===== src/ddo_pkg.sv =====
// shared types, constants and tables for the differential drive odometry block
// no dependencies; imported by every module of the block
package ddo_pkg;

    // field and register widths
    localparam int TICK_W    = 16;
    localparam int PER_W     = 16;
    localparam int CFG_W     = 32;
    localparam int CFG_IDX_W = 2;
    localparam int POS_W     = 48;
    localparam int HEAD_W    = 32;
    localparam int LIN_W     = 32;
    localparam int ANGSPD_W  = 48;
    localparam int TANG_W    = 64;
    localparam int GAIN_W    = 24;

    // default parameter values
    localparam int DEF_CORDIC_STEPS = 16;
    localparam int DEF_TICK_BITS    = 16;

    // register indexes
    localparam logic [CFG_IDX_W-1:0] CFG_LEFT  = 2'd0;
    localparam logic [CFG_IDX_W-1:0] CFG_RIGHT = 2'd1;
    localparam logic [CFG_IDX_W-1:0] CFG_ANGLE = 2'd2;

    // register reset values
    localparam logic [CFG_W-1:0] RST_LEFT  = 32'd3217600;
    localparam logic [CFG_W-1:0] RST_RIGHT = 32'd3217600;
    localparam logic [CFG_W-1:0] RST_ANGLE = 32'd2357118;

    // cordic gain compensation, Q0.24
    localparam logic [GAIN_W-1:0] GAIN_Q24 = 24'd10187873;

    // arctangent of 2^-i in binary angle units
    localparam logic [31:0] ATAN_TAB [32] = '{
        32'd536870912, 32'd316933406, 32'd167458907, 32'd85004756,
        32'd42667331,  32'd21354465,  32'd10679838,  32'd5340245,
        32'd2670163,   32'd1335087,   32'd667544,    32'd333772,
        32'd166886,    32'd83443,     32'd41722,     32'd20861,
        32'd10430,     32'd5215,      32'd2608,      32'd1304,
        32'd652,       32'd326,       32'd163,       32'd81,
        32'd41,        32'd20,        32'd10,        32'd5,
        32'd3,         32'd1,         32'd1,         32'd0
    };

    typedef struct packed {
        logic signed [TICK_W-1:0] ticks_left;
        logic signed [TICK_W-1:0] ticks_right;
        logic        [PER_W-1:0]  period_ms;
    } t_in_item;

    typedef struct packed {
        logic signed [POS_W-1:0]    pos_x_out;
        logic signed [POS_W-1:0]    pos_y_out;
        logic        [HEAD_W-1:0]   heading_out;
        logic signed [LIN_W-1:0]    linear_speed;
        logic signed [ANGSPD_W-1:0] angular_speed;
        logic signed [POS_W-1:0]    total_distance_out;
        logic signed [TANG_W-1:0]   total_angle_out;
        logic signed [POS_W-1:0]    total_left_ticks;
        logic signed [POS_W-1:0]    total_right_ticks;
    } t_out_item;

endpackage


===== src/ddo_div.sv =====
// bit-serial restoring divider, one quotient bit per cycle
// depends on ddo_pkg
module ddo_div
    import ddo_pkg::*;
#(
    parameter int N_W = 66,
    parameter int D_W = 16
) (
    input  logic           i_clk,
    input  logic           i_rst_n,
    input  logic           i_start,
    input  logic [N_W-1:0] i_num,
    input  logic [D_W-1:0] i_den,
    output logic           o_busy,
    output logic [N_W-1:0] o_quot
);
    localparam int CNT_W = $clog2(N_W + 1);

    logic [N_W-1:0]   r_q;
    logic [D_W-1:0]   r_rem;
    logic [D_W-1:0]   r_d;
    logic [CNT_W-1:0] r_cnt;
    logic             r_busy;
    logic [D_W:0]     w_trial;
    logic [D_W:0]     w_diff;
    logic             w_bit;
    logic [D_W-1:0]   n_rem;

    // trial subtract of the divisor from the shifted remainder
    always_comb begin
        w_trial = {r_rem, r_q[N_W-1]};
        w_diff  = w_trial - {1'b0, r_d};
        w_bit   = (w_trial >= {1'b0, r_d});
        n_rem   = w_bit ? w_diff[D_W-1:0] : w_trial[D_W-1:0];
    end

    // control
    always_ff @(posedge i_clk) begin
        if (!i_rst_n) begin
            r_busy <= 1'b0;
            r_cnt  <= '0;
        end else if (i_start) begin
            r_busy <= 1'b1;
            r_cnt  <= CNT_W'(N_W);
        end else if (r_busy) begin
            r_cnt <= r_cnt - CNT_W'(1);
            if (r_cnt == CNT_W'(1)) begin
                r_busy <= 1'b0;
            end
        end
    end

    // datapath
    always_ff @(posedge i_clk) begin
        if (i_start) begin
            r_q   <= i_num;
            r_rem <= '0;
            r_d   <= i_den;
        end else if (r_busy) begin
            r_q   <= {r_q[N_W-2:0], w_bit};
            r_rem <= n_rem;
        end
    end

    assign o_busy = r_busy;
    assign o_quot = r_q;

endmodule


===== config.mk =====
export PLATFORM = sky130hd
export DESIGN_NAME = ddo_div
export DESIGN_NICKNAME = d
export VERILOG_FILES = /design/src/ddo_pkg.sv /design/src/ddo_div.sv
export SDC_FILE = /design/constraint.sdc
export NUM_CORES = 1
export LEC_CHECK = 0
export CAP_MARGIN = 15
export CORE_MARGIN = 2
export CORE_UTILIZATION = 42
export CTS_CLUSTER_DIAMETER = 150
export CTS_CLUSTER_SIZE = 25
export DETAILED_ROUTE_END_ITERATION = 12
export DONT_BUFFER_PORTS = 1
export SYNTH_ARGS = -nofsm -noshare
export SYNTH_HDL_FRONTEND = slang
export SYNTH_SLANG_ARGS = --single-unit

===== constraint.sdc =====
create_clock -name i_clk -period 7.35 [get_ports i_clk]
set_input_delay 1.1025 -clock i_clk [delete_from_list [all_inputs] [get_ports i_clk]]
set_output_delay 1.1025 -clock i_clk [all_outputs]
set_load 0.01 [all_outputs]

; ---- Word-level counts from Yosys, hierarchy flattened
; Cells that the tools add are included.
[totals]
reg_bits = 106
inputBits = 85
out_inout_bits = 67
wordCells = 21
[op_classes]
add_sub_neg = 2
n_lt_le_gt_ge = 1
n_eq_ne = 1
n_mux = 8
bitwise = 1
n_reduce_logical = 2
[ops]
columns = cell, count
row1 = 66-bit two-way mux, 2
row2 = 17-bit by 16-bit >= comparator with 1-bit output, 1
row3 = 16-bit two-way mux, 1
row4 = 16-bit subtractor, 1
row5 = 7-bit two-way mux, 2
row6 = "7-bit by 1-bit equality test with 1-bit output, second input constant", 1
row7 = "7-bit by 1-bit subtractor with 7-bit output, second input constant", 1
row8 = 1-bit two-way mux, 3
row9 = 2-bit nonzero test, 1
row10 = 2-bit OR reduction, 1
row11 = 1-bit inverter, 1

; ---- Longest topological paths before layout
[depth]
word_depth = 4
depth_mapped = 10
depth_no_buf = 9

; ---- Worst setup path before layout
; No wires, ideal clock.
[synth_path]
kind = in2reg
from = in i_start
to = reg r_rem[8]
setup_ns = 0.125
arrival_ns = 2.880
required_time_ns = 7.225
slack_ns = 4.345
stages = 4
path_buffers = 0
cell_sequence = nor2_1 > inv_1 > o32a_1 > o31ai_1
[synth_lines]
columns = item, line_no
row1 = start: declaration, ddo_div.sv:11  ; input logic i_start,
row2 = end signal: assignment, ddo_div.sv:61  ; r_rem <= n_rem;
row3 = end: declaration, ddo_div.sv:20  ; logic [D_W-1:0] r_rem;

; ---- Final worst setup path
[layout_path]
from = reg r_d[11]
to = reg r_q[0], in the netlist o_quot[0] (data pin)
[layout_between]
elab_chain_cells = 3
[layout_lines]
columns = item, line_no
row1 = start: declaration, ddo_div.sv:21  ; logic [D_W-1:0] r_d;
row2 = start signal: assignment, ddo_div.sv:58  ; r_d <= i_den;
row3 = 17-bit by 16-bit >= comparator with 1-bit output, ddo_div.sv:33  ; w_bit = (w_trial >= {1'b0, r_d});
row4 = 66-bit two-way mux, ddo_div.sv:59  ; end else if (r_busy) begin
row5 = 66-bit two-way mux, ddo_div.sv:55  ; if (i_start) begin
row6 = end signal: assignment, ddo_div.sv:56  ; r_q <= i_num;
row7 = end signal: assignment, ddo_div.sv:60  ; r_q <= {r_q[N_W-2:0], w_bit};
row8 = end: declaration, ddo_div.sv:19  ; logic [N_W-1:0] r_q;
; Every way passes these cells. The select of a mux whose other input is x is not followed.
; A chain may end at the register's enable or synchronous reset.

==> out/qor.yml <==
r2r_start: "r_d[11]"
timing.hold.ws_ns: 0.4875
final_common_cell: "edfxtp_1"
vias: 3308
cts_root_buf: "clkbuf_16"
syn_inst: 421
antenna_found_initial: 0
grt_max_degree: 94
setup_violations: 0
syn_area_sq_um: 5349
p_leak_nw: 2.109
cts_buffers: 9
hpwlAfterDp_mm: 7.787
ys_warn_count: 0
port_buffers: 0
std_cell_rows: 41
yosys.area.top_type: "edfxtp_1"
drc: 0
cp-start-kind: "register"
drv_slew: 0
syn_nets: 525
layout-drive-gt1-share: 0.2322
dieArea_sq_um: 13650
yosys-top-cells-area: "edfxtp_1, mux2_2, dfxtp_1, ha_1, nand2_1"
p_total_mw: 1.369
synth_cell_types: 63
startpoint: "r_d[11]"
clkLatencyLatePin_ns: 0.35
place_congestion: 0.8269
synth_area_per_cell_sq_um: 12.71
tns_ns: 0
cts_tree: "done"
grt_first_pass_wirelength_mm: 17.32
core_area_sq_um: 12520
die_h_microns: 116.9
n_fill_cell: 1150
htree_levels: 3
drt-initial-drc-count: 151
synthArstFlopShare: 0
synthFlopType: "edfxtp_1"
worst-path-max-fanout: 14
worstSetupPathType: "register to register"
yosysSeqAreaShare: 0.5502
routed_wl_mm: 11.36
cts.sinks: 106
clockBufferDepth: 2
dr.pass1.iters: 4
ys_ff_latch: 106
start_util: 0.4273
peakVddDrop_mv: 0.1180
hp-start: "r_rem[15]"
detail_route.wl_per_cell_microns: 19.13
synth_top_area_frac: 0.4604
mostFrequentLayoutCells: "edfxtp_1, mux2_2, nand2_1"
nNetsFinal: 521
grt_use_total: 0.1684
skew_ns: 0.007011
p_per_area_nw_per_um2: 237.6
fmax_ghz: 0.3538
tightest_slew_ns: 1.180
area_delta_synth_final_pct: 7.743
period_share: 0.3846
io_pins: 152
via_per_inst: 5.569
hold_buffers: 0
n_antenna_cell: 0
status: "completed"
rsz0062_at_grt: "false"
clkTransAtPathRegs_ns: 0.07
grt_pass1_vias: 3383
endpoint_kind: "register"
postCtsSetupRepairBufs: 0
die_w_microns: 116.9
hold_class: "register to register"
slew_headroom: 0.2103
synth_edf_count: 82
crit_arrival_ns: 3.05
finalHoldViolations: 0
grt-ovfl-total: 0
postCtsResizedCells: 0
utilization: 0.4604
maxCapViolCount: 0
finalCriticalPeriod_ns: 2.827
required_ns: 7.58
drtAntennaViolNets: 0
## worst max-delay path: stages, from the launching register on
cell and delay (ns):
edfxtp_1 0.32, inv_1 0.04, ha_1 0.44, and4_1 0.27, nand2_1 0.10, o41ai_4 0.81, inv_2 0.24, nand2_2 0.29
mux2_2 0.20
## flip-flops by register name (all words and copies together), names as in the netlist
register,count
o_busy,1
r_rem,16
r_cnt,7
o_quot,66
r_d,16
## cell type report
type | instances | area [sq um] | area share
sequential | 106 | 2943 | 0.5106
timing repair buffer | 1 | 7.507 | 0.001303
multi-input combinational | 270 | 2208 | 0.3832
clock inverter | 6 | 51.30 | 0.008901
tap | 172 | 215.2 | 0.03734
clock buffer | 10 | 229.0 | 0.03973
inverter | 29 | 108.9 | 0.01889
## report_power, final
part	total, mW	internal, mW	switching, mW
combinational	0.142	0.0685	0.0737
sequential	0.766	0.711	0.0552
clock	0.461	0.235	0.226
## path summary, 6_finish.rpt
| path | endpoint | slack, ns | depth (start not counted) |
|---|---|---|---|
| worst max-delay path | o_quot[0] | 4.52 | 8 |
| worst min-delay path | r_rem[15] | 0.49 | 2 |
| worst max register to register | o_quot[0] | 4.52 | 8 |
| worst min register to register | r_rem[15] | 0.49 | 2 |
## cells in the mapped netlist, types with 5 or more instances
library cell   n
ha_1          18
nand2b_1       6
xor2_1         5
clkbuf_1       8
o21ai_0       10
nor2_1        19
nor3_1        10
nand2_1       30
o21a_1         7
mux2_2        66
xnor2_1        9
o211ai_1       6
dfxtp_1       24
inv_1         28
edfxtp_1      82
a21oi_1        9
## metrics by stage
stage               instances  setup WS [ns]  area, sq um
floorplan                 421          4.345         5349
global placement          578          4.651         5483
detailed placement        578          4.577         5483
CTS                       594          4.540         5763
global route              594          4.370         5763
finish                    594          4.523         5763
## logic make-up (layout without fill, tap and decap cells)
group | count (synthesis) | count (layout) | share of synthesized area
flip-flops | 106 | 106 | 0.5502
AND/OR/NAND/NOR | 90 | 90 | 0.08398
AO/OA/AOI/OAI | 81 | 81 | 0.1212
multiplexers | 66 | 66 | 0.1389
buffers and inverters | 45 | 46 | 0.03696
adder cells (fa/ha/maj) | 19 | 19 | 0.04585
XOR/XNOR | 14 | 14 | 0.02292
## per-layer routing
layer,global-route usage,share of wire,vias up
met1,0.2089,0.41,1578
met3,0.06591,0.090,12
li1,-,-,1574
met2,0.2613,0.48,144
met4,0.07608,0.016,0
met5,0,0,-
Power figures use the tool's default switching activity.
