File: config.mk
export PLATFORM = sky130hd
export DESIGN_NAME = ddo_cordic
export DESIGN_NICKNAME = d
export VERILOG_FILES = /design/src/ddo_pkg.sv /design/src/ddo_cordic.sv
export SDC_FILE = /design/constraint.sdc
export NUM_CORES = 1
export LEC_CHECK = 0
export ABC_AREA = 1
export ABC_CLOCK_PERIOD_IN_PS = 6600
export BUFFER_PORTS_ARGS = -buffer_cell sky130_fd_sc_hd__buf_2
export CAP_MARGIN = 20
export CELL_PAD_IN_SITES_DETAIL_PLACEMENT = 1
export CELL_PAD_IN_SITES_GLOBAL_PLACEMENT = 1
export CORE_MARGIN = 2
export CORE_UTILIZATION = 25
export DETAILED_ROUTE_END_ITERATION = 12
export PLACE_DENSITY = 0.62
export RECOVER_POWER = 25
export SLEW_MARGIN = 20
export SYNTH_ARGS = -nofsm -noshare
export SYNTH_HDL_FRONTEND = slang
export SYNTH_SLANG_ARGS = --single-unit
File: constraint.sdc
create_clock -name i_clk -period 6.6 [get_ports i_clk]
set_input_delay 1.32 -clock i_clk [delete_from_list [all_inputs] [get_ports i_clk]]
set_output_delay 1.32 -clock i_clk [all_outputs]
set_load 0.1 [all_outputs]
File: src/ddo_pkg.sv
// shared types, constants and tables for the differential drive odometry block
// no dependencies; imported by every module of the block
package ddo_pkg;

    // field and register widths
    localparam int TICK_W    = 16;
    localparam int PER_W     = 16;
    localparam int CFG_W     = 32;
    localparam int CFG_IDX_W = 2;
    localparam int POS_W     = 48;
    localparam int HEAD_W    = 32;
    localparam int LIN_W     = 32;
    localparam int ANGSPD_W  = 48;
    localparam int TANG_W    = 64;
    localparam int GAIN_W    = 24;

    // default parameter values
    localparam int DEF_CORDIC_STEPS = 16;
    localparam int DEF_TICK_BITS    = 16;

    // register indexes
    localparam logic [CFG_IDX_W-1:0] CFG_LEFT  = 2'd0;
    localparam logic [CFG_IDX_W-1:0] CFG_RIGHT = 2'd1;
    localparam logic [CFG_IDX_W-1:0] CFG_ANGLE = 2'd2;

    // register reset values
    localparam logic [CFG_W-1:0] RST_LEFT  = 32'd3217600;
    localparam logic [CFG_W-1:0] RST_RIGHT = 32'd3217600;
    localparam logic [CFG_W-1:0] RST_ANGLE = 32'd2357118;

    // cordic gain compensation, Q0.24
    localparam logic [GAIN_W-1:0] GAIN_Q24 = 24'd10187873;

    // arctangent of 2^-i in binary angle units
    localparam logic [31:0] ATAN_TAB [32] = '{
        32'd536870912, 32'd316933406, 32'd167458907, 32'd85004756,
        32'd42667331,  32'd21354465,  32'd10679838,  32'd5340245,
        32'd2670163,   32'd1335087,   32'd667544,    32'd333772,
        32'd166886,    32'd83443,     32'd41722,     32'd20861,
        32'd10430,     32'd5215,      32'd2608,      32'd1304,
        32'd652,       32'd326,       32'd163,       32'd81,
        32'd41,        32'd20,        32'd10,        32'd5,
        32'd3,         32'd1,         32'd1,         32'd0
    };

    typedef struct packed {
        logic signed [TICK_W-1:0] ticks_left;
        logic signed [TICK_W-1:0] ticks_right;
        logic        [PER_W-1:0]  period_ms;
    } t_in_item;

    typedef struct packed {
        logic signed [POS_W-1:0]    pos_x_out;
        logic signed [POS_W-1:0]    pos_y_out;
        logic        [HEAD_W-1:0]   heading_out;
        logic signed [LIN_W-1:0]    linear_speed;
        logic signed [ANGSPD_W-1:0] angular_speed;
        logic signed [POS_W-1:0]    total_distance_out;
        logic signed [TANG_W-1:0]   total_angle_out;
        logic signed [POS_W-1:0]    total_left_ticks;
        logic signed [POS_W-1:0]    total_right_ticks;
    } t_out_item;

endpackage

File: src/ddo_cordic.sv
// iterative rotation-mode cordic, one micro-rotation per cycle
// depends on ddo_pkg for the arctangent table and the default step count
module ddo_cordic
    import ddo_pkg::*;
#(
    parameter int STEPS = DEF_CORDIC_STEPS,
    parameter int XY_W  = 50
) (
    input  logic                   i_clk,
    input  logic                   i_rst_n,
    input  logic                   i_start,
    input  logic signed [XY_W-1:0] i_x0,
    input  logic [31:0]            i_angle,
    output logic                   o_busy,
    output logic signed [XY_W-1:0] o_x,
    output logic signed [XY_W-1:0] o_y
);
    localparam int CNT_W = $clog2(STEPS + 1);
    localparam int Z_W   = 34;
    localparam logic signed [Z_W-1:0] QUARTER = 34'sd1073741824;
    localparam logic signed [Z_W-1:0] HALF    = 34'sd2147483648;

    logic signed [XY_W-1:0] r_x;
    logic signed [XY_W-1:0] r_y;
    logic signed [Z_W-1:0]  r_z;
    logic [CNT_W-1:0]       r_cnt;
    logic                   r_busy;
    logic [4:0]             w_idx;
    logic signed [XY_W-1:0] w_xs;
    logic signed [XY_W-1:0] w_ys;
    logic signed [Z_W-1:0]  w_t;
    logic signed [Z_W-1:0]  w_z0;
    logic signed [Z_W-1:0]  n_z0;
    logic signed [XY_W-1:0] n_x0;

    // fold the start angle into plus or minus a quarter turn
    always_comb begin
        w_z0 = Z_W'($signed(i_angle));
        n_z0 = w_z0;
        n_x0 = i_x0;
        if (w_z0 > QUARTER) begin
            n_z0 = w_z0 - HALF;
            n_x0 = -i_x0;
        end else if (w_z0 < -QUARTER) begin
            n_z0 = w_z0 + HALF;
            n_x0 = -i_x0;
        end
    end

    // shifted terms and table angle for this step
    always_comb begin
        w_idx = 5'(r_cnt);
        w_xs  = r_x >>> w_idx;
        w_ys  = r_y >>> w_idx;
        w_t   = $signed({2'b00, ATAN_TAB[w_idx]});
    end

    // control
    always_ff @(posedge i_clk) begin
        if (!i_rst_n) begin
            r_busy <= 1'b0;
            r_cnt  <= '0;
        end else if (i_start) begin
            r_busy <= 1'b1;
            r_cnt  <= '0;
        end else if (r_busy) begin
            r_cnt <= r_cnt + CNT_W'(1);
            if (r_cnt == CNT_W'(STEPS - 1)) begin
                r_busy <= 1'b0;
            end
        end
    end

    // micro-rotation toward zero residual angle
    always_ff @(posedge i_clk) begin
        if (i_start) begin
            r_x <= n_x0;
            r_y <= '0;
            r_z <= n_z0;
        end else if (r_busy) begin
            if (!r_z[Z_W-1]) begin
                r_x <= r_x - w_ys;
                r_y <= r_y + w_xs;
                r_z <= r_z - w_t;
            end else begin
                r_x <= r_x + w_ys;
                r_y <= r_y - w_xs;
                r_z <= r_z + w_t;
            end
        end
    end

    assign o_busy = r_busy;
    assign o_x    = r_x;
    assign o_y    = r_y;

endmodule

# Word level (Yosys, flattened, before mapping)
# Memory sizes are Yosys's and may differ from the RTL's.
# Index checks and enable logic that the tools add are counted.
classes:
  magnitude_cmp: 3
  reduce_logical: 2
  mux: 16
  shift: 2
  eq_ne: 1
  bitwise: 2
  addsub: 10
op_table:
  columns: ["operator", "n"]
  rows:
  - ["$mux W50", 6]
  - ["$mux W34", 5]
  - ["$add A50 B50 Y50", 2]
  - ["$sshr A50 B5 Y50", 2]
  - ["$sub A50 B50 Y50", 2]
  - ["$mux W32", 2]
  - ["$neg A50 Y50", 1]
  - ["$add A32 B33 Y34 const B", 1]
  - ["$add A34 B33 Y34", 1]
  - ["$sub A32 B33 Y34 const B", 1]
  - ["$sub A34 B33 Y34", 1]
  - ["$gt A32 B32 Y1 const B", 1]
  - ["$lt A32 B31 Y1 const B", 1]
  - ["$ge A6 B6 Y1 const B", 1]
  - ["$not A5 Y6", 1]
  - ["$add A5 B1 Y5 const B", 1]
  - ["$eq A5 B4 Y1 const B", 1]
  - ["$mux W1", 3]
  - ["$reduce_bool A2 Y1", 1]
  - ["$reduce_or A2 Y1", 1]
  - ["$not A1 Y1", 1]
word_totals:
  elab_cells: 42
  regBits: 140
  rom_bits: 1024
  out_inout_bits: 101
  in_bits: 85
  mem_count: 1
mem_list:
  columns: ["name", "depth", "word_bits", "read_ports", "rd_ports_with_merged_regs", "write_ports", "line_no", "text"]
  rows:
  - ["(no name shown)", 32, 32, 1, 0, 0, "ddo_cordic.sv:55", "w_t = $signed({2'b00, ATAN_TAB[w_idx]});"]

# Longest topological paths before layout
depth:
  depth_word: 8
  depth_mapped: 42
  mapped_depth_nobuf: 39

# Worst setup path after synthesis
# No wires, ideal clock.
synth_path:
  path_kind: "flip-flop to flip-flop"
  from: "reg r_x[28], in the netlist o_x[28]"
  to: "reg r_y[37], in the netlist o_y[37]"
  period_less_slack_ps: 4839
  path_buffers: 0
  path_stages_with_launch: 33
  required_ps: 6491
  setup_ps: 109
  arrival_ps: 4729
  slack_ps: 1761
  cell_sequence: "edfxtp_1 nand2_1 nand3_1 nand3_1 nand3_1 nand3_1 nand2_1 inv_1 ha_1 inv_1 nor3_2 inv_1 nor2_2 inv_2 o21ai_0 o21ai_0 xor2_1 ha_1 a21oi_1 inv_1 a31oi_1 inv_1 a21boi_0 o21ai_0 a21oi_1 inv_1 a21oi_1 inv_1 a21oi_1 or2_2 nand3_1 nand2_1 inv_1"
synth_between:
  elab_chain_len: 3
  word_cells_on_any_way: 4
  classes_between: "add/sub: 2; shift: 1; mux: 1"
synth_rtl:
  columns: ["element", "line_no", "text"]
  rows:
  - ["start: declaration", "ddo_cordic.sv:23", "logic signed [XY_W-1:0] r_x;"]
  - ["start signal: assignment", "ddo_cordic.sv:77", "r_x <= n_x0;"]
  - ["start signal: assignment", "ddo_cordic.sv:82", "r_x <= r_x - w_ys;"]
  - ["start signal: assignment", "ddo_cordic.sv:86", "r_x <= r_x + w_ys;"]
  - ["$sshr A50 B5 Y50 (*)", "ddo_cordic.sv:53", "w_xs = r_x >>> w_idx;"]
  - ["$add A50 B50 Y50 / $sub A50 B50 Y50 (equally long branches)", "ddo_cordic.sv:83, ddo_cordic.sv:87", null]
  - ["$mux W50 (*)", "ddo_cordic.sv:81", "if (!r_z[Z_W-1]) begin"]
  - ["end signal: assignment", "ddo_cordic.sv:83", "r_y <= r_y + w_xs;"]
  - ["end signal: assignment", "ddo_cordic.sv:87", "r_y <= r_y - w_xs;"]
  - ["end: declaration", "ddo_cordic.sv:24", "logic signed [XY_W-1:0] r_y;"]
# Every way passes the cells marked *; elsewhere a longest branch is shown, timed or not.
# A chain may end at the register's enable or synchronous reset.

# Worst setup path after layout
layout_path:
  from: "reg r_cnt[1]"
  to: "reg r_y[37], in the netlist o_y[37]"
layout_between:
  elab_chain_len: 3
  word_cells_on_any_way: 4
  classes_between: "add/sub: 2; shift: 1; mux: 1"
layout_rtl:
  columns: ["element", "line_no", "text"]
  rows:
  - ["start: declaration", "ddo_cordic.sv:26", "logic [CNT_W-1:0] r_cnt;"]
  - ["start signal: assignment", "ddo_cordic.sv:67", "r_cnt <= r_cnt + CNT_W'(1);"]
  - ["$sshr A50 B5 Y50 (*)", "ddo_cordic.sv:53", null]
  - ["$add A50 B50 Y50 / $sub A50 B50 Y50 (equally long branches)", "ddo_cordic.sv:83, ddo_cordic.sv:87", null]
  - ["$mux W50 (*)", "ddo_cordic.sv:81", null]
# Marks and branches as above.

==> results.sh <==
export IMPL_outcome="complete, but fails checks"
export IMPL_violations="max-capacitance violations, max-slew violations"
export IMPL_syn_area_per_cell_sq_um=5.62
export IMPL_placement_rows=116
export IMPL_clock_sinks=140
export IMPL_synth_area_sq_um=25100
export IMPL_end_kind="flop"
export IMPL_finalSetupViolCount=0
export IMPL_synth_area_leaders="nand2_1 18%, nand3_1 12%, edfxtp_1 10%"
export IMPL_intPower_w=0.00564
export IMPL_p_sw_frac=0.654
export IMPL_cts_tree="yes"
export IMPL_core_sq_um=99900
export IMPL_syn_nets=4704
export IMPL_power_frac_clock=0.067
export IMPL_wire_per_inst_microns=21.4
export IMPL_maxCapViolations=1
export IMPL_path_common_cell="inv_1"
export IMPL_synth_edf_count=84
export IMPL_yosysMostFrequentCell="nand2_1"
export IMPL_rsz0062_at_grt="no"
export IMPL_finalWorstSetupSlack_ns=0.550
export IMPL_drc_errors=0
export IMPL_start_util=0.252
export IMPL_finalSetupTns_ns=0
export IMPL_wirelength_microns=125000
export IMPL_hold_viol=0
export IMPL_viasPerCell=5.27
export IMPL_synth_area_leader_cell="nand2_1"
export IMPL_synth_async_reset_ratio=0
export IMPL_antenna_found_initial=1
export IMPL_synth_seq_cells=140
export IMPL_cpPeakStageDelay_ns=0.39
export IMPL_fin_crit_sh=0.917
export IMPL_final_nets=4796
export IMPL_insertion_delay_ns=0.53
export IMPL_syn_inst=4469
export IMPL_start_kind="flop"
export IMPL_final_area_sq_um=28000
export IMPL_r2r_slack_ns=0.55
export IMPL_max_slew_margin=-1.11
export IMPL_holdBufCountCts=0
export IMPL_p_leak_nw=13.5
export IMPL_pwr_share_seq=0.124
export IMPL_grt_ovfl_total=0
export IMPL_synth_top_area_frac=0.185
export IMPL_grt_pass1_vias=30800
export IMPL_arrival_ns=6.49
export IMPL_final_cell_count_no_fill=5870
export IMPL_gp_congestion=0.952
export IMPL_placed_cell_area_sq_um=27400
export IMPL_dp_hpwl_microns=104000
export IMPL_first_pass_iters=6
export IMPL_crit_buf_inv=10
export IMPL_power_frac_comb=0.809
export IMPL_drtAntennaViolNets=0
export IMPL_synth_seq_area_share=0.145
export IMPL_grt_usage=0.239
export IMPL_ctsRootBufferMaster="clkbuf_16"
export IMPL_cp_max_fo=45
export IMPL_synth_warnings=0
export IMPL_fmax_ghz=0.165
export IMPL_synthDistinctLibCells=66
export IMPL_synth_common_cells="1,237 x nand2_1, 609 x nand3_1, 502 x inv_1"
export IMPL_crit_family="simple AND/OR/NAND/NOR gates"
export IMPL_port_buffer_count=185
export IMPL_preCtsSetupSlack_ns=0.525
export IMPL_clk_pin_slew_worst_paths_ns=0.08
export IMPL_path_class="flop to flop"
export IMPL_cp_required_ns=7.04
export IMPL_slew_violations=56
export IMPL_min_period_ns=6.05
export IMPL_grt_max_degree=93
export IMPL_drt_iter0_markers=2010
export IMPL_io_pins=186
export IMPL_n_fill_cell=13400
export IMPL_fin_skew_ns=0.0193
export IMPL_htreeDepth=4
export IMPL_numCtsBuffers=17
export IMPL_crit_slowest_cell="dfxtp_4"
export IMPL_max_vdd_ir_drop_uv=308
export IMPL_grt_pass1_wl_microns=189000
export IMPL_num_vias=31000
export IMPL_dieHeight_microns=321
export IMPL_num_antenna_cells=0
export IMPL_dieWidth_microns=321
export IMPL_multiInputGateArea_sq_um=18600
export IMPL_max_slew_worst_pin_slew_ns=3.14
export IMPL_synth_top_flop_cell="edfxtp_1"
export IMPL_drive_gt1_frac=0.0770
export IMPL_dpl_cell_count=5838
export IMPL_regArea_sq_um=3660
export IMPL_cts_buffer_depth=2
export IMPL_hold_class="flop to flop"
export IMPL_power_density_nw_per_um2=581
export IMPL_p_switching_w=0.0106
export IMPL_die_area_sq_um=103000
export IMPL_area_growth_syn_to_layout_pct=11.4
-- timing repair --
action | CTS | global route
gates resized for setup | 0 | 6
setup buffers | 0 | 1
endpoints found under the setup margin | 0 | 5
-- power by group through the flow --
stage	clock [W]	combinational, W	sequential, W
3_5_place_dp	0	0.0130	0.00203
6_report	0.00109	0.0132	0.00202
5_1_grt	0.00115	0.0145	0.00205
2_1_floorplan	0	0.00768	0.00335
4_1_cts	0.00113	0.0130	0.00202
3_3_place_gp	0	0.0128	0.00204
-- cell type report --
cell class | count | area share
multi-input combinational | 3639 | 0.666
sequential | 140 | 0.131
inverter | 519 | 0.0699
tap | 1298 | 0.0580
timing repair buffer | 244 | 0.0547
clock buffer | 20 | 0.0156
clock inverter | 10 | 0.00514
-- metal layers --
layer,vias to the layer above,share of wire,GRT usage
li1,15100,-,-
met4,2,0.027,0.0677
met1,15000,0.47,0.325
met5,-,0.000056,0
met3,130,0.038,0.0225
met2,705,0.46,0.400
-- registers in the layout (all words and copies together), names as in the netlist --
name	flops
o_x	50
o_y	50
r_z	34
r_cnt	5
o_busy	1
-- final timing paths --
check,startpoint,endpoint,depth (start not counted)
worst min register to register,o_busy,r_cnt[2],1
worst max-delay path,r_cnt[1],o_y[37],33
worst min-delay path,o_busy,r_cnt[2],1
worst max register to register,r_cnt[1],o_y[37],33
-- logic make-up after synthesis --
logic type / Yosys count / share of synthesized area
simple gates: 2483 / 0.422
compound gates: 849 / 0.189
buf+inv: 690 / 0.113
xor+xnor: 156 / 0.0544
fa+ha+maj: 150 / 0.0756
flops: 140 / 0.145
mux: 1 / 0.000398
-- metrics by stage --
step / hold WS (ns) / total power, W / util
3_3_place_gp: 0.511 / 0.0149 / 0.274
3_5_place_dp: 0.527 / 0.0150 / 0.274
2_1_floorplan: 0.612 / 0.0110 / -
6_report: 0.513 / 0.0163 / 0.280
4_1_cts: 0.520 / 0.0162 / 0.280
5_1_grt: 0.556 / 0.0177 / 0.280
-- layout by cell type (no fill, tap or decap), drive strengths merged, types with 4 or more instances in the layout --
| cell | netlist | routed |
|---|---|---|
| o21bai | 6 | 6 |
| o211ai | 32 | 32 |
| and3 | 11 | 11 |
| xor2 | 115 | 115 |
| a31oi | 52 | 52 |
| clkinvlp | 0 | 4 |
| a21boi | 7 | 7 |
| clkbuf | 55 | 47 |
| clkinv | 2 | 5 |
| nand4 | 45 | 45 |
| o21ai | 350 | 350 |
| dfxtp | 56 | 56 |
| nor2 | 433 | 433 |
| inv | 517 | 517 |
| nor4 | 33 | 33 |
| xnor2 | 41 | 41 |
| nand2 | 1244 | 1244 |
| nand3 | 610 | 610 |
| and2 | 9 | 9 |
| nor3 | 61 | 61 |
| edfxtp | 84 | 84 |
| buf | 116 | 217 |
| a21oi | 312 | 312 |
| o311ai | 4 | 4 |
| a211oi | 5 | 5 |
| or2 | 35 | 35 |
| o22ai | 11 | 11 |
| o31ai | 15 | 15 |
| o21a | 24 | 24 |
| a31o | 4 | 4 |
| o221ai | 5 | 5 |
| ha | 147 | 147 |
| a21o | 9 | 9 |
No activity file was read; power rests on OpenSTA's default activity.
