File: config.mk
export PLATFORM = sky130hd
export DESIGN_NAME = ddo_mul
export DESIGN_NICKNAME = d
export VERILOG_FILES = /design/src/ddo_pkg.sv /design/src/ddo_mul.sv
export SDC_FILE = /design/constraint.sdc
export NUM_CORES = 1
export LEC_CHECK = 0
export ABC_AREA = 1
export BUFFER_PORTS_ARGS = -buffer_cell sky130_fd_sc_hd__clkbuf_2
export CORE_ASPECT_RATIO = 1.1
export CORE_MARGIN = 3
export CORE_UTILIZATION = 59
export CTS_BUF_LIST = sky130_fd_sc_hd__clkbuf_4 sky130_fd_sc_hd__clkbuf_8
export DETAILED_ROUTE_END_ITERATION = 12
export PLACE_DENSITY = 0.95
export RECOVER_POWER = 25
export SETUP_SLACK_MARGIN = 0.5
export SLEW_MARGIN = 20
export SYNTH_ARGS = -nofsm -noshare
export SYNTH_HDL_FRONTEND = slang
export SYNTH_SLANG_ARGS = --single-unit
File: constraint.sdc
create_clock -name i_clk -period 3.5 [get_ports i_clk]
set_clock_uncertainty 0.05 [all_clocks]
set_input_delay 0.7 -clock i_clk [delete_from_list [all_inputs] [get_ports i_clk]]
set_output_delay 0.7 -clock i_clk [all_outputs]
set_load 0.05 [all_outputs]
File: src/ddo_pkg.sv
// shared types, constants and tables for the differential drive odometry block
// no dependencies; imported by every module of the block
package ddo_pkg;

    // field and register widths
    localparam int TICK_W    = 16;
    localparam int PER_W     = 16;
    localparam int CFG_W     = 32;
    localparam int CFG_IDX_W = 2;
    localparam int POS_W     = 48;
    localparam int HEAD_W    = 32;
    localparam int LIN_W     = 32;
    localparam int ANGSPD_W  = 48;
    localparam int TANG_W    = 64;
    localparam int GAIN_W    = 24;

    // default parameter values
    localparam int DEF_CORDIC_STEPS = 16;
    localparam int DEF_TICK_BITS    = 16;

    // register indexes
    localparam logic [CFG_IDX_W-1:0] CFG_LEFT  = 2'd0;
    localparam logic [CFG_IDX_W-1:0] CFG_RIGHT = 2'd1;
    localparam logic [CFG_IDX_W-1:0] CFG_ANGLE = 2'd2;

    // register reset values
    localparam logic [CFG_W-1:0] RST_LEFT  = 32'd3217600;
    localparam logic [CFG_W-1:0] RST_RIGHT = 32'd3217600;
    localparam logic [CFG_W-1:0] RST_ANGLE = 32'd2357118;

    // cordic gain compensation, Q0.24
    localparam logic [GAIN_W-1:0] GAIN_Q24 = 24'd10187873;

    // arctangent of 2^-i in binary angle units
    localparam logic [31:0] ATAN_TAB [32] = '{
        32'd536870912, 32'd316933406, 32'd167458907, 32'd85004756,
        32'd42667331,  32'd21354465,  32'd10679838,  32'd5340245,
        32'd2670163,   32'd1335087,   32'd667544,    32'd333772,
        32'd166886,    32'd83443,     32'd41722,     32'd20861,
        32'd10430,     32'd5215,      32'd2608,      32'd1304,
        32'd652,       32'd326,       32'd163,       32'd81,
        32'd41,        32'd20,        32'd10,        32'd5,
        32'd3,         32'd1,         32'd1,         32'd0
    };

    typedef struct packed {
        logic signed [TICK_W-1:0] ticks_left;
        logic signed [TICK_W-1:0] ticks_right;
        logic        [PER_W-1:0]  period_ms;
    } t_in_item;

    typedef struct packed {
        logic signed [POS_W-1:0]    pos_x_out;
        logic signed [POS_W-1:0]    pos_y_out;
        logic        [HEAD_W-1:0]   heading_out;
        logic signed [LIN_W-1:0]    linear_speed;
        logic signed [ANGSPD_W-1:0] angular_speed;
        logic signed [POS_W-1:0]    total_distance_out;
        logic signed [TANG_W-1:0]   total_angle_out;
        logic signed [POS_W-1:0]    total_left_ticks;
        logic signed [POS_W-1:0]    total_right_ticks;
    } t_out_item;

endpackage

File: src/ddo_mul.sv
// bit-serial unsigned shift-add multiplier, one multiplier bit per cycle
// depends on ddo_pkg
module ddo_mul
    import ddo_pkg::*;
#(
    parameter int A_W = 48,
    parameter int B_W = 32
) (
    input  logic               i_clk,
    input  logic               i_rst_n,
    input  logic               i_start,
    input  logic [A_W-1:0]     i_a,
    input  logic [B_W-1:0]     i_b,
    output logic               o_busy,
    output logic [A_W+B_W-1:0] o_prod
);
    localparam int CNT_W = $clog2(B_W + 1);

    logic [A_W-1:0]   r_a;
    logic [A_W-1:0]   r_hi;
    logic [B_W-1:0]   r_lo;
    logic [CNT_W-1:0] r_cnt;
    logic             r_busy;
    logic [A_W:0]     w_sum;
    logic [A_W-1:0]   n_hi;
    logic [B_W-1:0]   n_lo;

    // add the multiplicand when the low bit is set, then shift right
    always_comb begin
        w_sum = {1'b0, r_hi} + (r_lo[0] ? {1'b0, r_a} : '0);
        n_hi  = w_sum[A_W:1];
        n_lo  = {w_sum[0], r_lo[B_W-1:1]};
    end

    // control
    always_ff @(posedge i_clk) begin
        if (!i_rst_n) begin
            r_busy <= 1'b0;
            r_cnt  <= '0;
        end else if (i_start) begin
            r_busy <= 1'b1;
            r_cnt  <= CNT_W'(B_W);
        end else if (r_busy) begin
            r_cnt <= r_cnt - CNT_W'(1);
            if (r_cnt == CNT_W'(1)) begin
                r_busy <= 1'b0;
            end
        end
    end

    // datapath
    always_ff @(posedge i_clk) begin
        if (i_start) begin
            r_a  <= i_a;
            r_hi <= '0;
            r_lo <= i_b;
        end else if (r_busy) begin
            r_hi <= n_hi;
            r_lo <= n_lo;
        end
    end

    assign o_busy = r_busy;
    assign o_prod = {r_hi, r_lo};

endmodule

After elaboration in Yosys (flattened, before gate mapping)
Index checks and enable logic that the tools add are counted.

Bits in registers: 135. Word-level logic and storage cells: 20. Output and inout bits: 81. Bits of input ports: 83.

Reduce and logical (&&, ||, !) cells: 2. $add $sub $neg: 2. Mux-type cells: 8. Equal/unequal tests: 1. Bitwise operators: 1.

Operators with widths (number): two-way mux 32 bit (2); adder 48 x 48 -> 49 bit (1); two-way mux 48 bit (1); two-way mux 6 bit (2); equality test 6 x 1 -> 1 bit (second input constant) (1); subtractor 6 x 1 -> 6 bit (second input constant) (1); two-way mux 1 bit (3); nonzero test 2 bit (1); OR reduction 2 bit (1); inverter 1 bit (1).

Longest topological paths before layout
Gate-level depths: netlist of the first run.

Depth in word-level cells: 4. Gate-level depth with buffers: 18. Gate-level depth less buffers: 17.

Worst setup path after synthesis of the first run
No wires, ideal clock.

Path type: register to register. Start point: reg r_lo[0]. End point: reg r_hi[7]. Arrival time: 2668 ps. Clock period less this slack: 2836 ps. Stages on the path, launching flop included: 13. Path buffers: 2. Required time: 3333 ps. Setup slack: 664 ps. Setup time: 117 ps. Path through: edfxtp_1 > clkbuf_1 > buf_1 > nand2_1 > inv_1 > ha_1 > fa_1 > nand3_1 > nand3_2 > nand2_1 > nand2_2 > or2_2 > a32o_1.

Cells in the longest elaborated chain, start to end: 2.

Ends and longest elaborated chain: start, declared (RTL line ddo_mul.sv:21) `logic [B_W-1:0] r_lo;`; start signal, assigned (RTL line ddo_mul.sv:56) `r_lo <= i_b;`; start signal, assigned (RTL line ddo_mul.sv:59) `r_lo <= n_lo;`; two-way mux 48 bit (RTL line ddo_mul.sv:30) `w_sum = {1'b0, r_hi} + (r_lo[0] ? {1'b0, r_a} : '0);`; adder 48 x 48 -> 49 bit (RTL line ddo_mul.sv:30); end signal, assigned (RTL line ddo_mul.sv:58) `r_hi <= n_hi;`; end, declared (RTL line ddo_mul.sv:20) `logic [A_W-1:0] r_hi;`.

Every way passes these cells. A chain may end at the register's enable or synchronous reset.

Final worst setup path of the first run
Start point: in i_start. End point: reg r_lo[20], enable pin.

Cells in the longest elaborated chain, start to end: 1.

Ends and longest elaborated chain: start, declared (RTL line ddo_mul.sv:11) `input logic i_start,`; nonzero test 2 bit (no source line).

Every way passes these cells.

==> impl_metrics.py, run 1 <==
metrics = {
    "timing": {
        "grt_setup_unrepaired": "false",
        "finalSetupViolCount": 0,
        "layout_setup_ws_ns": 0.394,
        "fmax_mhz": 322,
        "hold_ws_ns": 0.354,
        "tightest_slew_ns": 1.65,
        "hold_viol": 0,
        "slew_viol_final": 30,
        "period_share_pct": 88.7,
        "fin_crit_ns": 3.11,
        "tns_ns": 0,
        "slew_headroom_pct": -10.2,
    },
    "setup_path": {
        "end_kind": "flop",
        "r2r_slack_ns": 0.72,
        "worstSetupPathType": "in2reg",
        "slowest_stage": "clkbuf_1",
        "crit_fanout": 33,
        "worstReg2RegEnd": "r_hi[30]$_SDFFE_PP0P_",
        "arrival_ns": 3.17,
        "worst_ep_required_time_ns": 3.56,
        "worstSetupStartpointType": "input pin",
        "critPathMaxStageDelay_ns": 1.16,
        "worstPathCellList": "clkbuf_1 -> nor2_1 -> inv_1 -> buf_4",
        "r2r_cells": 14,
        "crit-reg2reg-launch": "r_lo[0]$_DFFE_PP_",
    },
    "hold_path": {
        "min_from": "i_a[33]",
        "hold_path_depth": 1,
        "min_to": "r_a[33]$_DFFE_PP_",
        "min-delay-path-class": "in2reg",
    },
    "clocking": {
        "clockBufferDepth": 2,
        "holdBufCountCts": 0,
        "cts_setup_buffers": 0,
        "cts_num_sinks": 135,
        "path_clk_slew_ns": 0.09,
        "htree_levels": 4,
        "cts-root-buf": "clkbuf_8",
        "cts_resized": 0,
        "cts_buffers": 17,
        "tritoncts": "yes",
        "clk_latency_ns": 0.46,
    },
    "drt": {
        "vias": 9527,
        "drt-total-wl_mm": 27.6,
        "drt-pass1-iter-count": 5,
        "drt_first_iter_violations": 898,
        "wl_per_cell_microns": 15.2,
        "drcViolationCount": 0,
        "routed_via_density": 5.24,
        "ant_nets": 0,
    },
    "power": {
        "p_int_w": 0.00310,
        "power_density_nw_per_um2": 438,
        "pwr-share-comb_pct": 27.3,
        "power_w": 0.00482,
        "netSwitchingFraction_pct": 35.7,
        "pwr-share-clk_pct": 32.6,
        "peakVddDrop_uv": 261,
        "p_leak_nw": 6.30,
        "switchingPower_w": 0.00172,
        "seq_power_share_pct": 40.1,
    },
    "die": {
        "num_io_pins": 164,
        "die_height_microns": 139,
        "initial_core_util_pct": 60.4,
        "dieArea_sq_um": 17700,
        "num_rows": 48,
        "die_width_microns": 127,
        "coreArea_sq_um": 15700,
    },
    "synthesis": {
        "yosys.area.top_type": "edfxtp_1",
        "syn_inst": 1439,
        "syn_area_sq_um": 9510,
        "ys_seq_area_share_pct": 36.8,
        "synth_top_area_share_pct": 25.3,
        "yosys_warnings": 0,
        "synth_edf_count": 80,
        "synth-async-reset-ratio_pct": 0,
        "synth_area_per_cell_sq_um": 6.61,
        "synth.most_common_cell": "nand2_1",
        "ys_types": 40,
        "synth_top_flop_cell": "edfxtp_1",
        "ys_top_cells_by_count": "nand2_1, inv_1, nor2_1",
        "synth_nets": 1573,
        "ys_ff_latch": 135,
        "yosys-top-cells-area": "edfxtp_1, nand2_1, inv_1",
    },
    "layout": {
        "fin_cells": 1817,
        "area_growth_pct": 15.6,
        "num-nets-final": 1738,
        "layout.area.seq_sq_um": 3500,
        "fillers": 1304,
        "drive_gt1_share_pct": 17.7,
        "diodes": 0,
        "multiInputGateArea_sq_um": 4760,
    },
    "grt": {
        "grt_start_max_net_pins": 80,
        "antenna_found_initial": 0,
        "grt_remaining_overflow": 0,
        "grt_pass1_wl_mm": 43.9,
        "grt_pass1_vias": 9013,
        "grt_usage_pct": 31.1,
    },
    "placement": {
        "post-place-cells": 1785,
        "dp_hpwl_mm": 21.3,
        "numPortBuffers": 163,
        "place_ws_ns": 0.749,
        "place_congestion": 1.04,
    },
    "flow_run": {
        "drv_cap": 1,
    },
    "run_status": {
        "violations": "max-capacitance violations, max-slew violations",
        "outcome": "finished, violations left",
    },
}
routing by layer:
| layer | track usage, % | part of all wire (%) | vias up |
|---|---|---|---|
| li1 | - | - | 4691 |
| met1 | 38.8 | 39 | 4365 |
| met2 | 53.8 | 50 | 406 |
| met3 | 5.55 | 7.6 | 65 |
| met4 | 11.0 | 3.2 | 0 |
| met5 | 0 | 0 | - |
sequential cells by signal (all words and copies together), names as in the netlist:
register,count
r_cnt,6
o_busy,1
r_a,48
r_hi,48
r_lo,32
area by class of cell:
class | count | share of cell area (%)
multi-input cells | 976 | 43.3
clock buffers | 19 | 2.32
repair buffers | 170 | 7.83
flip-flops and latches | 135 | 31.9
well taps | 200 | 2.28
inverters | 304 | 10.4
clock inverters | 13 | 1.99
cell usage in the layout (no fill, tap or decap), drive strengths merged, types with 14 or more instances in the layout:
cell type  synthesis  final
clkbuf            15    185
ha                50     50
inv              303    307
dfxtp             55     55
o21ai             28     28
nand2            576    576
nand3             59     59
xnor2             14     14
edfxtp            80     80
a21oi             38     38
nor2             156    156
worst max path at each step:
| stage | end | depth (start not counted) | from | slack (ns) |
|---|---|---|---|---|
| after CTS | r_hi[39]$_SDFFE_PP0P_ | 17 | r_lo[0]$_DFFE_PP_ | 0.73 |
| after global placement | r_hi[39]$_SDFFE_PP0P_ | 17 | r_lo[0]$_DFFE_PP_ | 0.82 |
| after detailed placement | r_hi[39]$_SDFFE_PP0P_ | 17 | r_lo[0]$_DFFE_PP_ | 0.75 |
| after floorplan | r_hi[7]$_SDFFE_PP0P_ | 12 | r_lo[0]$_DFFE_PP_ | 0.66 |
| final | r_lo[20]$_DFFE_PP_ | 4 | i_start | 0.39 |
| after global routing | r_lo[22]$_DFFE_PP_ | 4 | i_start | 0.34 |
power by group through the flow:
stage / Clock (W) / Sequential, W / Combinational [W]
3_3_place_gp: 0 / 0.00196 / 0.00126
5_1_grt: 0.00165 / 0.00195 / 0.00144
2_1_floorplan: 0 / 0.00225 / 0.000652
3_5_place_dp: 0 / 0.00196 / 0.00130
6_report: 0.00157 / 0.00193 / 0.00132
4_1_cts: 0.00158 / 0.00193 / 0.00131
worst max-delay path: cells and delay by family:
family / cells / cell delay [ns]
and+or+nand+nor: 1 / 0.67
buffers and inverters: 3 / 1.75
cell families (layout without fill, tap and decap cells):
group / after synthesis / after routing / share of synthesized area, %
AOI/OAI and AO/OA: 86 / 86 / 5.32
xor gates and xnor gates: 18 / 18 / 1.66
adders and majority gates: 51 / 51 / 6.79
buffers and inverters: 328 / 506 / 13.1
DFF: 135 / 135 / 36.8
and+or+nand+nor: 821 / 821 / 36.3
metrics by stage:
step / instance area, sq um / util, %
after floorplan: 9510 / -
after detailed placement: 10500 / 66.9
final: 11000 / 69.9
after CTS: 11000 / 69.9
after global placement: 10500 / 66.9
after global routing: 11000 / 69.9
No activity file was read; power rests on OpenSTA's default activity.
==> run 2, diff against run 1 <==
--- a/config.mk
+++ b/config.mk
@@ -14,6 +14,7 @@
 export DETAILED_ROUTE_END_ITERATION = 12
 export PLACE_DENSITY = 0.95
 export RECOVER_POWER = 25
+export REMOVE_ABC_BUFFERS = 1
 export SETUP_SLACK_MARGIN = 0.5
 export SLEW_MARGIN = 20
 export SYNTH_ARGS = -nofsm -noshare
==> impl_metrics.py, run 2 (synthesized netlist as in run 1, its figures left out) <==
metrics = {
    "die": {
        "coreArea_sq_um": 15700,
        "num_io_pins": 164,
        "dieArea_sq_um": 17700,
        "die_width_microns": 127,
        "num_rows": 48,
        "die_height_microns": 139,
        "initial_core_util_pct": 60.4,
    },
    "layout": {
        "area_growth_pct": 15.0,
        "mostFrequentLayoutCell": "nand2_1",
        "num-nets-final": 1739,
        "final_cell_mix": "nand2_1, inv_1, clkbuf_2, nor2_1, edfxtp_1",
        "biggestRegsByFlops": "r_a (48), r_hi (48), r_lo (32)",
        "drive_gt1_share_pct": 17.7,
        "diodes": 0,
        "fin_cells": 1818,
    },
    "setup_path": {
        "crit_fanout": 49,
        "critPathLaunch": "r_lo[0]$_DFFE_PP_",
        "cpLargestDelayFamily": "simple AND/OR/NAND/NOR gates",
        "crit-reg2reg-launch": "r_lo[0]$_DFFE_PP_",
        "critPathCapture": "r_hi[39]$_SDFFE_PP0P_",
        "worstPathCellList": "buf_12 -> nand2_1 -> inv_1 -> ha_1 -> fa_1 -> nand3_1 -> nand3_2 -> nand2_1 -> nand2_2 -> nand2_1 -> nand3_2 -> nand2_2 -> nand2_1 -> nand2_1 -> nand3_1 -> nand2_1 -> inv_1",
        "r2r_cells": 17,
        "worstReg2RegEnd": "r_hi[39]$_SDFFE_PP0P_",
        "crit_top_cell": "nand2_1",
        "worstSetupStartpointType": "flop",
        "slowest_stage": "fa_1",
        "crit_buf_inv": 3,
        "cp.depth": 17,
        "critPathMaxStageDelay_ns": 0.47,
        "r2r_slack_ns": 0.81,
        "arrival_ns": 3.01,
        "end_kind": "flop",
        "worstSetupPathType": "reg2reg",
        "worst_ep_required_time_ns": 3.82,
    },
    "clocking": {
        "cts_num_sinks": 135,
        "cts_resized": 0,
        "cts_setup_buffers": 0,
        "path_clk_slew_ns": 0.09,
        "htree_levels": 4,
        "cts_buffers": 17,
        "clockBufferDepth": 2,
        "holdBufCountCts": 0,
        "cts-root-buf": "clkbuf_8",
        "tritoncts": "yes",
        "clk_latency_ns": 0.47,
    },
    "hold_path": {
        "hold_path_depth": 1,
        "min-delay-path-class": "in2reg",
    },
    "run_status": {
        "outcome": "finished, final reports clean",
    },
    "placement": {
        "dp_hpwl_mm": 21.3,
        "post-place-cells": 1786,
        "place_congestion": 1.01,
        "numPortBuffers": 163,
    },
    "timing": {
        "fin_crit_ns": 2.69,
        "tightest_slew_ns": 1.22,
        "fmax_mhz": 372,
        "hold_viol": 0,
        "hold_ws_ns": 0.351,
        "period_share_pct": 76.8,
        "slew_headroom_pct": 18.5,
        "tns_ns": 0,
        "finalSetupViolCount": 0,
        "slew_viol_final": 0,
        "grt_setup_unrepaired": "false",
    },
    "drt": {
        "drt_first_iter_violations": 727,
        "routed_via_density": 5.17,
        "wl_per_cell_microns": 15.0,
        "ant_nets": 0,
        "vias": 9395,
        "drcViolationCount": 0,
        "drt-pass1-iter-count": 6,
        "drt-total-wl_mm": 27.2,
    },
    "grt": {
        "grt_usage_pct": 31.3,
        "grt_pass1_wl_mm": 43.9,
        "grt_pass1_vias": 8951,
        "antenna_found_initial": 0,
        "grt_start_max_net_pins": 55,
        "grt_remaining_overflow": 0,
    },
    "power": {
        "peakVddDrop_uv": 309,
        "p_leak_nw": 6.27,
        "power_density_nw_per_um2": 421,
    },
    "flow_run": {
        "drv_cap": 0,
    },
}
run 2: changes by cell type in the layout (fill, tap and decap cells not counted), sizes merged:
cell,delta
clkbuf,-4
inv,+5
clkinv,+1
bufinv,-4
buf,+3
run 2: area by class of cell:
class / instances / area (sq um)
Clock buffer: 17 / 234
Clock inverter: 15 / 159
Fill cell: 1355 / 4800
Inverter: 304 / 1140
Multi-Input combinational cell: 976 / 4760
Sequential cell: 135 / 3500
Tap cell: 200 / 250
Timing Repair Buffer: 171 / 883
run 2: layer usage:
metal	vias up	part of all wire [%]	track usage [%]
met4	0	3.1	12.4
met2	395	46	50.5
met5	-	0	0
met3	62	8.7	6.66
met1	4247	43	41.2
li1	4691	-	-
run 2: worst min-delay path by stage:
stage / start / to / slack, ns
after floorplan: r_cnt[0]$_SDFFE_PP0P_ / r_cnt[0]$_SDFFE_PP0P_ / 0.41
after global placement: r_cnt[0]$_SDFFE_PP0P_ / r_cnt[0]$_SDFFE_PP0P_ / 0.43
after detailed placement: r_hi[10]$_SDFFE_PP0P_ / r_hi[10]$_SDFFE_PP0P_ / 0.44
after CTS: i_a[15] / r_a[15]$_DFFE_PP_ / 0.33
after global routing: i_a[5] / r_a[5]$_DFFE_PP_ / 0.33
final: i_a[15] / r_a[15]$_DFFE_PP_ / 0.35
run 2: power breakdown:
| group | leakage [nW] | internal, W | switching (W) |
|---|---|---|---|
| combinational | 4.82 | 0.000377 | 0.000946 |
| sequential | 1.25 | 0.00184 | 0.000102 |
| clock | 0.197 | 0.000594 | 0.000750 |
run 2: through the flow:
stage	setup WS [ns]	util, %	total power (W)	instance area (sq um)
2_1_floorplan	0.0305	-	0.00289	9410
3_3_place_gp	0.887	67.0	0.00325	10500
3_5_place_dp	0.851	67.0	0.00328	10500
4_1_cts	0.833	69.5	0.00461	10900
5_1_grt	0.576	69.5	0.00483	10900
6_report	0.810	69.5	0.00461	10900
